**config.mk**
```make
export PLATFORM = sky130hd
export DESIGN_NAME = h264_annexb_frame_splitter
export DESIGN_NICKNAME = d
export VERILOG_FILES = /design/src/sv/h264afs_pkg.sv /design/src/sv/h264afs_core.sv /design/src/sv/h264afs_queue.sv /design/src/sv/h264_annexb_frame_splitter.sv
export SDC_FILE = /design/constraint.sdc
export NUM_CORES = 1
export LEC_CHECK = 0
export BUFFER_PORTS_ARGS = -buffer_cell sky130_fd_sc_hd__buf_4
export CAP_MARGIN = 20
export CORE_MARGIN = 8
export CORE_UTILIZATION = 40
export DETAILED_ROUTE_END_ITERATION = 6
export PLACE_DENSITY_LB_ADDON = 0.2
export SYNTH_ARGS = -nofsm -noshare
export SYNTH_HDL_FRONTEND = slang
export SYNTH_HIERARCHICAL = 1
export SYNTH_SLANG_ARGS = --single-unit
```
**constraint.sdc**
```tcl
create_clock -name clk -period 17.6 [get_ports clk]
set_input_delay 0.88 -clock clk [delete_from_list [all_inputs] [get_ports clk]]
set_output_delay 0.88 -clock clk [all_outputs]
set_load 0.03 [all_outputs]
```
**src/sv/h264afs_pkg.sv**
```systemverilog
package h264afs_pkg;

  localparam int unsigned BYTE_W     = 8;
  localparam int unsigned HOLD_DEPTH = 4;
  localparam int unsigned MAX_BURST  = 5;
  localparam int unsigned Q_DEPTH    = 8;
  localparam int unsigned Q_PTR_W    = $clog2(Q_DEPTH);
  localparam int unsigned Q_CNT_W    = $clog2(Q_DEPTH + 1);

  localparam logic [7:0] NAL_TYPE_MASK      = 8'h1F;
  localparam logic [7:0] SC_LAST_BYTE       = 8'h01;
  localparam logic [4:0] LAST_SLICE_TYPE    = 5'd5;
  localparam logic [4:0] END_OF_SEQ_TYPE    = 5'd10;
  localparam logic [4:0] END_OF_STREAM_TYPE = 5'd11;

  // words produced by one input byte
  typedef struct packed {
    logic [2:0]            cnt;
    logic [4:0][7:0]       data;
    logic [4:0]            last;
  } burst_t;

  function automatic logic closes_frame(input logic [7:0] hdr);
    logic [4:0] t;
    t = 5'(hdr & NAL_TYPE_MASK);
    return (t >= 5'd1 && t <= LAST_SLICE_TYPE) || t == END_OF_SEQ_TYPE ||
           t == END_OF_STREAM_TYPE;
  endfunction

endpackage

```
**src/sv/h264afs_core.sv**
```systemverilog
module h264afs_core (
  input  logic                  clk,
  input  logic                  rst,
  input  logic                  fire,
  input  logic [7:0]            in_byte,
  input  logic                  stream_end,
  output h264afs_pkg::burst_t   burst
);

  logic [3:0][7:0] delay_bytes, delay_bytes_next;
  logic [2:0]      held_count, held_count_next;
  logic            synced, synced_next;
  logic            header_next, header_next_next;
  logic            frame_closing, frame_closing_next;

  logic            fc_eff;
  logic            is_sc3, is_sc4, is_sc;
  logic [2:0]      k;
  h264afs_pkg::burst_t b;

  always_comb begin
    fc_eff = frame_closing |
             (synced & header_next & h264afs_pkg::closes_frame(in_byte));
    is_sc3 = (held_count == 3'd3) && delay_bytes[0] == 8'h00 &&
             delay_bytes[1] == 8'h00 && delay_bytes[2] == 8'h00 &&
             in_byte == h264afs_pkg::SC_LAST_BYTE;
    is_sc4 = (held_count == 3'd4) && delay_bytes[1] == 8'h00 &&
             delay_bytes[2] == 8'h00 && delay_bytes[3] == 8'h00 &&
             in_byte == h264afs_pkg::SC_LAST_BYTE;
    is_sc  = is_sc3 | is_sc4;

    delay_bytes_next   = delay_bytes;
    held_count_next    = held_count;
    synced_next        = synced;
    header_next_next   = header_next;
    frame_closing_next = frame_closing;
    b    = '0;
    k    = 3'd0;

    if (is_sc) begin
      if (synced && is_sc4) begin
        b.data[k] = delay_bytes[0];
        b.last[k] = fc_eff;
        k = k + 3'd1;
      end
      b.data[k] = 8'h00; k = k + 3'd1;
      b.data[k] = 8'h00; k = k + 3'd1;
      b.data[k] = 8'h00; k = k + 3'd1;
      b.data[k] = in_byte; k = k + 3'd1;
      frame_closing_next = 1'b0;
      synced_next        = 1'b1;
      header_next_next   = 1'b1;
      held_count_next    = 3'd0;
    end else begin
      header_next_next   = synced ? 1'b0 : header_next;
      frame_closing_next = fc_eff;
      if (held_count[2]) begin
        if (synced) begin
          b.data[k] = delay_bytes[0];
          k = k + 3'd1;
        end
        delay_bytes_next = {in_byte, delay_bytes[3], delay_bytes[2], delay_bytes[1]};
        held_count_next  = 3'd4;
      end else begin
        delay_bytes_next[held_count[1:0]] = in_byte;
        held_count_next = held_count + 3'd1;
      end
    end

    if (stream_end) begin
      if (synced_next) begin
        for (int i = 0; i < h264afs_pkg::HOLD_DEPTH; i++) begin
          if (3'(i) < held_count_next) begin
            b.data[k] = delay_bytes_next[i];
            k = k + 3'd1;
          end
        end
        if (k != 3'd0) begin
          b.last[k - 3'd1] = 1'b1;
        end
      end
      delay_bytes_next   = '0;
      held_count_next    = 3'd0;
      synced_next        = 1'b0;
      header_next_next   = 1'b0;
      frame_closing_next = 1'b0;
    end

    b.cnt = fire ? k : 3'd0;
    burst = b;
  end

  always_ff @(posedge clk) begin
    if (fire) begin
      delay_bytes <= delay_bytes_next;
    end
    if (rst) begin
      held_count    <= 3'd0;
      synced        <= 1'b0;
      header_next   <= 1'b0;
      frame_closing <= 1'b0;
    end else if (fire) begin
      held_count    <= held_count_next;
      synced        <= synced_next;
      header_next   <= header_next_next;
      frame_closing <= frame_closing_next;
    end
  end

  a_held_range: assert property (@(posedge clk) disable iff (rst)
    held_count <= 3'd4)
    else $error("held count out of range");

  a_end_clears: assert property (@(posedge clk) disable iff (rst)
    fire && stream_end |=> !synced && held_count == 3'd0 && !frame_closing)
    else $error("state not cleared after stream end");

  a_header_synced: assert property (@(posedge clk) disable iff (rst)
    header_next |-> synced)
    else $error("header pending while unsynced");

endmodule

```
**src/sv/h264afs_queue.sv**
```systemverilog
module h264afs_queue (
  input  logic                 clk,
  input  logic                 rst,
  input  h264afs_pkg::burst_t  burst,
  output logic                 room,
  output logic                 m_tvalid,
  input  logic                 m_tready,
  output logic [7:0]           m_tdata,   // [7:0] out_byte
  output logic                 m_tlast    // frame_last
);

  localparam int unsigned DEPTH = h264afs_pkg::Q_DEPTH;
  localparam int unsigned PW    = h264afs_pkg::Q_PTR_W;
  localparam int unsigned CW    = h264afs_pkg::Q_CNT_W;

  logic [7:0]    data [DEPTH];
  logic          last [DEPTH];
  logic [PW-1:0] wptr, rptr;
  logic [CW-1:0] count, count_next;
  logic          pop;

  assign m_tvalid = (count != '0);
  assign pop      = m_tvalid && m_tready;
  assign m_tdata  = data[rptr];
  assign m_tlast  = last[rptr];
  assign room     = (count <= CW'(DEPTH - h264afs_pkg::MAX_BURST));

  always_comb begin
    count_next = count + CW'(burst.cnt) - CW'(pop);
  end

  always_ff @(posedge clk) begin
    for (int j = 0; j < h264afs_pkg::MAX_BURST; j++) begin
      if (3'(j) < burst.cnt) begin
        data[wptr + PW'(j)] <= burst.data[j];
        last[wptr + PW'(j)] <= burst.last[j];
      end
    end
  end

  always_ff @(posedge clk) begin
    if (rst) begin
      wptr  <= '0;
      rptr  <= '0;
      count <= '0;
    end else begin
      wptr  <= wptr + PW'(burst.cnt);
      rptr  <= rptr + PW'(pop);
      count <= count_next;
    end
  end

  a_no_overflow: assert property (@(posedge clk) disable iff (rst)
    count <= CW'(DEPTH))
    else $error("queue overflow");

  a_push_when_room: assert property (@(posedge clk) disable iff (rst)
    burst.cnt != 3'd0 |-> room)
    else $error("burst written without room");

  a_count_track: assert property (@(posedge clk) disable iff (rst)
    !$past(rst) |-> count == $past(count) + CW'($past(burst.cnt)) - CW'($past(pop)))
    else $error("queue count mismatch");

endmodule

```
**src/sv/h264_annexb_frame_splitter.sv**
```systemverilog
// H.264 Annex B frame splitter.
// Slave side takes the byte stream one word per handshake: s_tdata carries
// the stream byte, s_tlast marks the final byte of the stream. Master side
// gives the bytes that belong to frames, start codes included; m_tlast marks
// the final byte of each frame. Bytes ahead of the first 00 00 00 01 are
// dropped. A frame closes at the start code following a slice or end
// NAL unit (types 1-5, 10, 11).
// A byte waits in a four-byte delay line until its fate is known, so output
// lags input by up to four accepted bytes; at stream end the line is flushed.
// One byte is accepted per cycle while s_tready is high. Each byte writes up
// to five words into an eight-word output queue that drains one word per
// cycle while m_tready is high; s_tready falls while the queue holds more
// than three words, which is the only limit on input rate. A stalled
// receiver fills the queue and then stops input.
// Reset (rst, synchronous) empties the queue and returns to the unsynced state.
module h264_annexb_frame_splitter (
  input  logic       clk,
  input  logic       rst,
  input  logic       s_tvalid,
  output logic       s_tready,
  input  logic [7:0] s_tdata,   // [7:0] in_byte
  input  logic       s_tlast,   // stream_end
  output logic       m_tvalid,
  input  logic       m_tready,
  output logic [7:0] m_tdata,   // [7:0] out_byte
  output logic       m_tlast    // frame_last
);

  h264afs_pkg::burst_t burst;
  logic                room;
  logic                fire;

  assign s_tready = room;
  assign fire     = s_tvalid && room;

  h264afs_core u_core (
    .clk        (clk),
    .rst        (rst),
    .fire       (fire),
    .in_byte    (s_tdata),
    .stream_end (s_tlast),
    .burst      (burst)
  );

  h264afs_queue u_queue (
    .clk      (clk),
    .rst      (rst),
    .burst    (burst),
    .room     (room),
    .m_tvalid (m_tvalid),
    .m_tready (m_tready),
    .m_tdata  (m_tdata),
    .m_tlast  (m_tlast)
  );

endmodule

```
==> summary.md, run 1 <==
| Metric | Value |
|---|---|
| Status | complete, no violations |
| R2R Setup Slk | 11.42 ns |
| Crit. End Element | flip-flop |
| P&R area growth vs syn | 9.102% |
| Initial core utilization | 40.51% |
| First-pass GRT wire length | 58910 um |
| Synth warnings | 6 |
| Fmax | 0.1619 GHz |
| Ports | 24 |
| Largest stage delay, worst path | 0.93 ns |
| Number of max-cap violations | 0 |
| Cell mode on critical path | ha_1 |
| Dpl ws | 11.53 ns |
| Synth Flop Type | edfxtp_1 |
| Worst R2R Start | u_core/held_count[0] |
| CTS buffer count | 17 |
| Total gr overflow | 0 |
| Post-cts resize count | 0 |
| CTS Root Cell | clkbuf_16 |
| Maximum fanout along the worst path | 19 |
| Final-report hold violation count | 0 |
| Final Critical Period | 6.175 ns |
| RSZ-0062 raised after global routing | no |
| Setup tns final | 0 ns |
| Cts hold-fix bufs | 0 |
| Number of synthesized flops with an enable pin | 104 |
| Finish-stage setup viols | 0 |
| Final instance area | 0.01110 mm2 |
| Routed WL | 38980 um |
| Share of cells above drive strength 1 | 16.15% |
| I/O Buffers | 23 |
| Max layer used | met4 |
| Register area share after synthesis | 33.85% |
| Final setup skew | 0.01303 ns |
| Worst path slowest cell | nor4b_1 |
| Worst R2R End | u_queue/last[1] |
| N_diodes | 0 |
| Die ar. | 0.03079 mm2 |
| Area of the mapped netlist | 0.01017 mm2 |
| Area of the multi-input gates | 0.006131 mm2 |
| Setup repair bufs after CTS | 0 |
| Max_slew headroom | 22.74% |
| Maximum clock path buffer count | 2 |
| Commonest non-fill, non-tap cell in the layout | nor2_1 |
| Post-synth ARST share | 0% |
| CP Data Arrival Time | 6.42 ns |
| Crit path launch type | flip-flop |
| Routed length on met1 | 16790 um |
| Antenna viol nets, final | 0 |
| Post-Syn Nets | 1142 |
| Cell Pwr Density | 84.88 mW/mm2 |
| Syn avg cell area | 9.181 um2 |
| Worst EP required | 17.85 ns |
| Maximum number of pins on one net before global-route repair | 69 |
| Final core utilization | 44.20% |
| Drt wl/cell | 27.45 um |
| #FFs+latches synth | 120 |
| Nets | 1111 |
| Core area | 0.02511 mm2 |
| DP Area | 0.01047 mm2 |
| Setup slack after layout | 11.42 ns |
| DR DRC count | 0 |
| Vias in the first global route | 8936 |
| Mapped Cells | 1108 |
| Crit path kind | reg2reg |
| Wire length on met3 | 4316 um |
| Maximum vdd drop | 0.05505 mV |
| Reg2Reg Depth | 20 |
| Final period util | 35.09% |
| FILL cells | 2490 |
| Worst skew pair latency | 0.43 ns |
| Max-slew violations | 0 |
| Worst setup startpoint | u_core/held_count[0] |
| Initial antenna violation count | 0 |
| Slew @ Worst Pin | 1.143 ns |
| Leak Pwr | 0.004062 uW |
| Commonest non-fill, non-tap cells in the layout | nor2_1, edfxtp_1, mux2i_1 |
| CTS tree | yes |
| H-tree depth | 4 |
| CP Capture Point | u_queue/last[1] |
| Clock transition at the registers of the reported paths | 0.07 ns |
| Iter 0 DRT Violations | 1521 |
| Final GP Congestion | 0.9726 |
| Total number of vias | 9638 |
| FP Rows | 58 |
| Yosys cell types | 80 |
| Metal2 WL | 16600 um |
| Gr usage total | 25.08% |
| Critical path, cell by cell | inv_1, ha_1, and4bb_2, nand3_1, a211oi_4, a21oi_1, ha_1, xor2_1, o22ai_1, nand3_1, and3_1, ha_1, ha_1, nand2b_1, or2_2, nor4b_1, inv_1, nor4_1, a221oi_1, o21ai_0 |
| Initial DRT Pass Iterations | 6 |
| Die X | 175.5 um |
| Worst Hold Class | reg2reg |
| Via/cell ratio | 6.787 |
| Detailed-placement wirelength estimate | 28210 um |
| Clk sink count | 120 |
| Reg area | 0.003445 mm2 |
| Die height | 175.5 um |
==> where the power goes <==
group / leakage (uW) / switching, uW / total (uW) / internal, uW
Sequential: 0.00126 / 29.4 / 368 / 339
Clock: 0.000268 / 155 / 352 / 197
Combinational: 0.00254 / 140 / 222 / 82.5
==> cell type report <==
| type | instances | share of cell area, % |
|---|---|---|
| Multi-Input combinational cell | 857 | 55.24 |
| Sequential cell | 120 | 31.04 |
| Timing Repair Buffer | 59 | 4.126 |
| Clock buffer | 17 | 3.833 |
| Tap cell | 330 | 3.720 |
| Clock inverter | 15 | 1.297 |
| Inverter | 22 | 0.7441 |
==> Yosys cell counts, types with 23 or more instances <==
cell type / n / share of area (%)
nor2_1: 129 / 4.8
nand3_1: 23 / 1.1
a221oi_1: 26 / 2.2
o22ai_1: 72 / 4.4
edfxtp_1: 104 / 31
a21oi_1: 41 / 2.0
o21ai_0: 44 / 2.2
a211oi_1: 65 / 4.8
nand2_1: 69 / 2.5
buf_2: 37 / 1.8
mux2i_1: 96 / 9.4
clkbuf_1: 43 / 1.6
==> critical path: cells and delay by family, from the launching register on <==
family                     cells  cell delay (ns)
adders and majority gates      4             1.70
DFF                            1             0.40
and+or+nand+nor                8             2.41
buffers and inverters          2             0.42
AOI/OAI and AO/OA              5             0.91
xor gates and xnor gates       1             0.13
==> through the flow <==
| stage | hold slack (ns) | cells | power [uW] |
|---|---|---|---|
| floorplan | 0.4536 | 1108 | 512.5 |
| global placement | 0.4690 | 1381 | 588.1 |
| detailed placement | 0.4894 | 1383 | 588.9 |
| CTS | 0.5062 | 1415 | 939.8 |
| global route | 0.5286 | 1420 | 977.4 |
| finish | 0.5001 | 1420 | 942.0 |
==> flip-flops by register name, indices dropped and copies added (netlist names) <==
name / count
u_core/header_next: 1
u_core/synced: 1
u_core/held_count: 3
u_queue/wptr: 3
u_queue/count: 4
u_core/frame_closing: 1
u_core/delay_bytes: 32
u_queue/data: 64
u_queue/rptr: 3
u_queue/last: 8
==> metal layers <==
metal	up-vias	track usage, %
met3	106	5.132
li1	4222	-
met5	-	0
met2	693	36.58
met4	0	7.594
met1	4617	36.52
==> logic make-up (layout without fill, tap and decap cells) <==
| logic type | after synthesis | after routing | share of synthesized area (%) |
|---|---|---|---|
| mux | 124 | 124 | 14.54 |
| buf+inv | 131 | 113 | 5.892 |
| flops | 120 | 120 | 33.85 |
| fa+ha+maj | 21 | 21 | 2.731 |
| simple gates | 353 | 353 | 17.20 |
| compound gates | 347 | 347 | 24.24 |
| xor+xnor | 12 | 12 | 1.550 |
==> worst min path at each step <==
| stage | depth (start not counted) | end | startpoint |
|---|---|---|---|
| finish | 2 | u_core/header_next | u_core/header_next |
| global route | 2 | u_core/header_next | u_core/header_next |
| CTS | 2 | u_core/header_next | u_core/header_next |
| detailed placement | 2 | u_core/header_next | u_core/header_next |
| global placement | 2 | u_core/header_next | u_core/header_next |
| floorplan | 2 | u_core/header_next | u_core/header_next |
Power figures use the tool's default switching activity.
==> inputs of run 2 (changes only) <==
--- a/config.mk
+++ b/config.mk
@@ -5,6 +5,7 @@
 export SDC_FILE = /design/constraint.sdc
 export NUM_CORES = 1
 export LEC_CHECK = 0
+export ABC_AREA = 1
 export BUFFER_PORTS_ARGS = -buffer_cell sky130_fd_sc_hd__buf_4
 export CAP_MARGIN = 20
 export CORE_MARGIN = 8
==> constraint.sdc (replaced) <==
create_clock -name clk -period 5.25 [get_ports clk]
set_input_delay 0.2625 -clock clk [delete_from_list [all_inputs] [get_ports clk]]
set_output_delay 0.2625 -clock clk [all_outputs]
set_load 0.03 [all_outputs]
==> summary.md, run 2 <==
| Metric | Value |
|---|---|
| Max_slew headroom | 35.12% (+12 points) |
| Nets | 2054 (+85%) |
| Top area cells in the synthesized netlist | edfxtp_1, nand2_1, inv_1 |
| H-tree depth | 4 (unchanged) |
| Post-cts resize count | 0 (unchanged) |
| Initial antenna violation count | 0 (unchanged) |
| Area leader, netlist | edfxtp_1 |
| Setup tns final | 0 ns (unchanged) |
| Worst skew pair latency | 0.43 ns (about the same) |
| Slew @ Worst Pin | 0.9631 ns (-0.1798 ns) |
| Worst R2R End | u_queue/data[3][6] |
| Max reg flops | 64 (unchanged) |
| Number of max-cap violations | 0 (unchanged) |
| FP Rows | 63 (+8.6%) |
| Maximum number of pins on one net before global-route repair | 40 (-42%) |
| Total number of vias | 13220 (+37%) |
| Die ar. | 0.03562 mm2 (+16%) |
| Die X | 188.7 um (+7.6%) |
| Synth warnings | 6 (unchanged) |
| Total gr overflow | 0 (unchanged) |
| CTS Root Cell | clkbuf_16 |
| Clk sink count | 120 (unchanged) |
| Max-slew violations | 0 (unchanged) |
| Final core utilization | 44.96% (+0.76 points) |
| Yosys cell types | 48 (-40%) |
| Final setup skew | 0.01129 ns (-0.001735 ns) |
| I/O Buffers | 23 (unchanged) |
| P&R area growth vs syn | 11.06% |
| Cts hold-fix bufs | 0 (unchanged) |
| Syn avg cell area | 5.965 um2 (-35%) |
| Final period util | 92.48% (+57 points) |
| R2R Setup Slk | 0.39 ns (-11.03 ns) |
| Hold WS | 0.1308 ns (-0.3692 ns) |
| Gr usage total | 26.96% (+1.9 points) |
| DR DRC count | 6 (+6) |
| Register area share after synthesis | 28.85% (-5.0 points) |
| Detailed-placement wirelength estimate | 36970 um (+31%) |
| Ports | 24 (unchanged) |
| Vias in the first global route | 12180 (+36%) |
| Crit. End Element | flip-flop |
| Finish-stage setup viols | 0 (unchanged) |
| Status | complete, but fails checks |
| Final-report hold violation count | 0 (unchanged) |
| CTS buffer count | 17 (unchanged) |
| CP Data Arrival Time | 5.15 ns (-1.27 ns) |
| Leak Pwr | 0.006483 uW (+60%) |
| Biggest registers after layout | u_queue/data x64, u_core/delay_bytes x32, u_queue/last x8 |
| Worst R2R Start | u_core/held_count[0] |
| Fmax | 0.2060 GHz (+27%) |
| Crit path launch type | flip-flop |
| Maximum fanout along the worst path | 11 (-8) |
| Synth top cells by count | nand2_1, inv_1, nor2_1, o21ai_0, nand3_1 |
| Initial core utilization | 40.48% (about the same) |
| Worst Hold Class | in2reg |
| Failing checks | DRC |
| Area of the mapped netlist | 0.01194 mm2 (+17%) |
| Post-synth ARST share | 0% (unchanged) |
| Worst EP required | 5.55 ns (-12.30 ns) |
| Commonest non-fill, non-tap cell in the layout | nand2_1 |
| Hold endpoint | u_queue/wptr[1] |
| Final GP Congestion | 1.047 (+7.6%) |
| Iter 0 DRT Violations | 1680 (+10%) |
| Die height | 188.7 um (+7.6%) |
| Post-Syn Nets | 2035 (+78%) |
| Most numerous cell in the Yosys netlist | nand2_1 |
| Final instance area | 0.01326 mm2 (+19%) |
| Via/cell ratio | 5.456 (-20%) |
| Setup repair bufs after CTS | 0 (unchanged) |
| Reg2Reg Depth | 24 (+20%) |
| Number of synthesized flops with an enable pin | 104 (unchanged) |
| Final Critical Period | 4.855 ns (-1.320 ns) |
| Antenna viol nets, final | 0 (unchanged) |
| Synth Flop Type | edfxtp_1 |
| Cell Pwr Density | 268.1 mW/mm2 (+220%) |
| FILL cells | 3182 (+28%) |
| Maximum vdd drop | 0.1909 mV (+250%) |
| DP Area | 0.01261 mm2 (+20%) |
| RSZ-0062 raised after global routing | no |
| Commonest non-fill, non-tap cells in the layout | nand2_1, inv_1, nor2_1 |
| First-pass GRT wire length | 74230 um (+26%) |
| Initial DRT Pass Iterations | 7 (+1) |
| Hold path cells | 2 (unchanged) |
| Clock transition at the registers of the reported paths | 0.06 ns (about the same) |
| #FFs+latches synth | 120 (unchanged) |
| Synth top area share | 26.17% (-4.5 points) |
| N_diodes | 0 (unchanged) |
| Share of cells above drive strength 1 | 9.001% (-7.1 points) |
| Mapped Cells | 2001 (+81%) |
| Most flops, register | u_queue/data |
| Core area | 0.02948 mm2 (+17%) |
| Hold path startpoint | rst |
| Routed WL | 48550 um (+25%) |
| Maximum clock path buffer count | 2 (unchanged) |
| Drt wl/cell | 20.04 um (-27%) |
| Crit path kind | reg2reg |
| CTS tree | yes |
-- run 2: logic make-up (layout without fill, tap and decap cells) --
family	count (synthesis)	in the layout	share of synthesized area, %
multiplexers	2	2	0.1677
AND/OR/NAND/NOR	1164	1164	40.82
flip-flops	120	120	28.85
XOR/XNOR	6	6	0.4404
buffers and inverters	382	414	13.01
adder cells (fa/ha/maj)	21	21	2.327
AO/OA/AOI/OAI	306	306	14.38
-- run 2: worst max path at each step --
stage | start | cells after the start | end
3_3_place_gp | u_core/held_count[0] | 23 | u_queue/last[3]
3_5_place_dp | u_core/held_count[0] | 20 | u_queue/data[6][5]
2_1_floorplan | u_core/held_count[0] | 23 | u_queue/data[1][0]
6_report | u_core/held_count[0] | 24 | u_queue/data[3][6]
4_1_cts | u_core/held_count[0] | 20 | u_queue/data[6][0]
5_1_grt | u_core/held_count[0] | 24 | u_queue/data[3][4]
-- run 2: cell type report --
| type | count | area [um2] | area share (%) |
|---|---|---|---|
| clock buffers | 17 | 425.4 | 3.209 |
| clock inverters | 15 | 215.2 | 1.624 |
| inverters | 302 | 1139 | 8.590 |
| multi-input cells | 1499 | 6944 | 52.39 |
| flip-flops and latches | 120 | 3443 | 25.98 |
| well taps | 390 | 488.0 | 3.681 |
| repair buffers | 80 | 600.6 | 4.531 |
-- run 2: worst max-delay path: stages, from the launching register on --
cell      delay (ns)
dfxtp_1         0.35
ha_1            0.24
nor2_1          0.28
inv_1           0.24
o21ai_4         0.33
nand2_1         0.16
ha_1            0.38
inv_1           0.18
nand2_2         0.11
nor2_1          0.14
inv_1           0.10
nand2_4         0.13
nand2_1         0.06
nand3_1         0.11
nor2_1          0.05
buf_4           0.18
nor2_4          0.19
nor2_4          0.10
nand3_1         0.41
clkinv_1        0.42
nand2_1         0.17
nand3_1         0.10
nand2_1         0.15
nand2_1         0.06
nand2_1         0.06
-- run 2: per-layer routing --
metal	up-vias	wire (um)	track usage, %
met2	674	21270	42.52
met4	0	2664	14.16
met1	6010	20380	34.66
met5	-	0	0
li1	6396	-	-
met3	141	4232	4.954
-- run 2: metrics by stage --
stage | total power, uW | setup WS, ns | std cells
after global placement | 2243 | 0.5820 | 2391
after floorplan | 1910 | 0.8236 | 2001
final | 3554 | 0.3948 | 2423
after global routing | 3740 | 0.005176 | 2423
after detailed placement | 2256 | 0.5180 | 2391
after CTS | 3565 | 0.5050 | 2423
-- run 2: power breakdown --
| group | internal, uW | switching [uW] |
|---|---|---|
| registers | 1130 | 55.0 |
| clock network | 806 | 500 |
| logic | 328 | 735 |
| total | 2260 | 1290 |
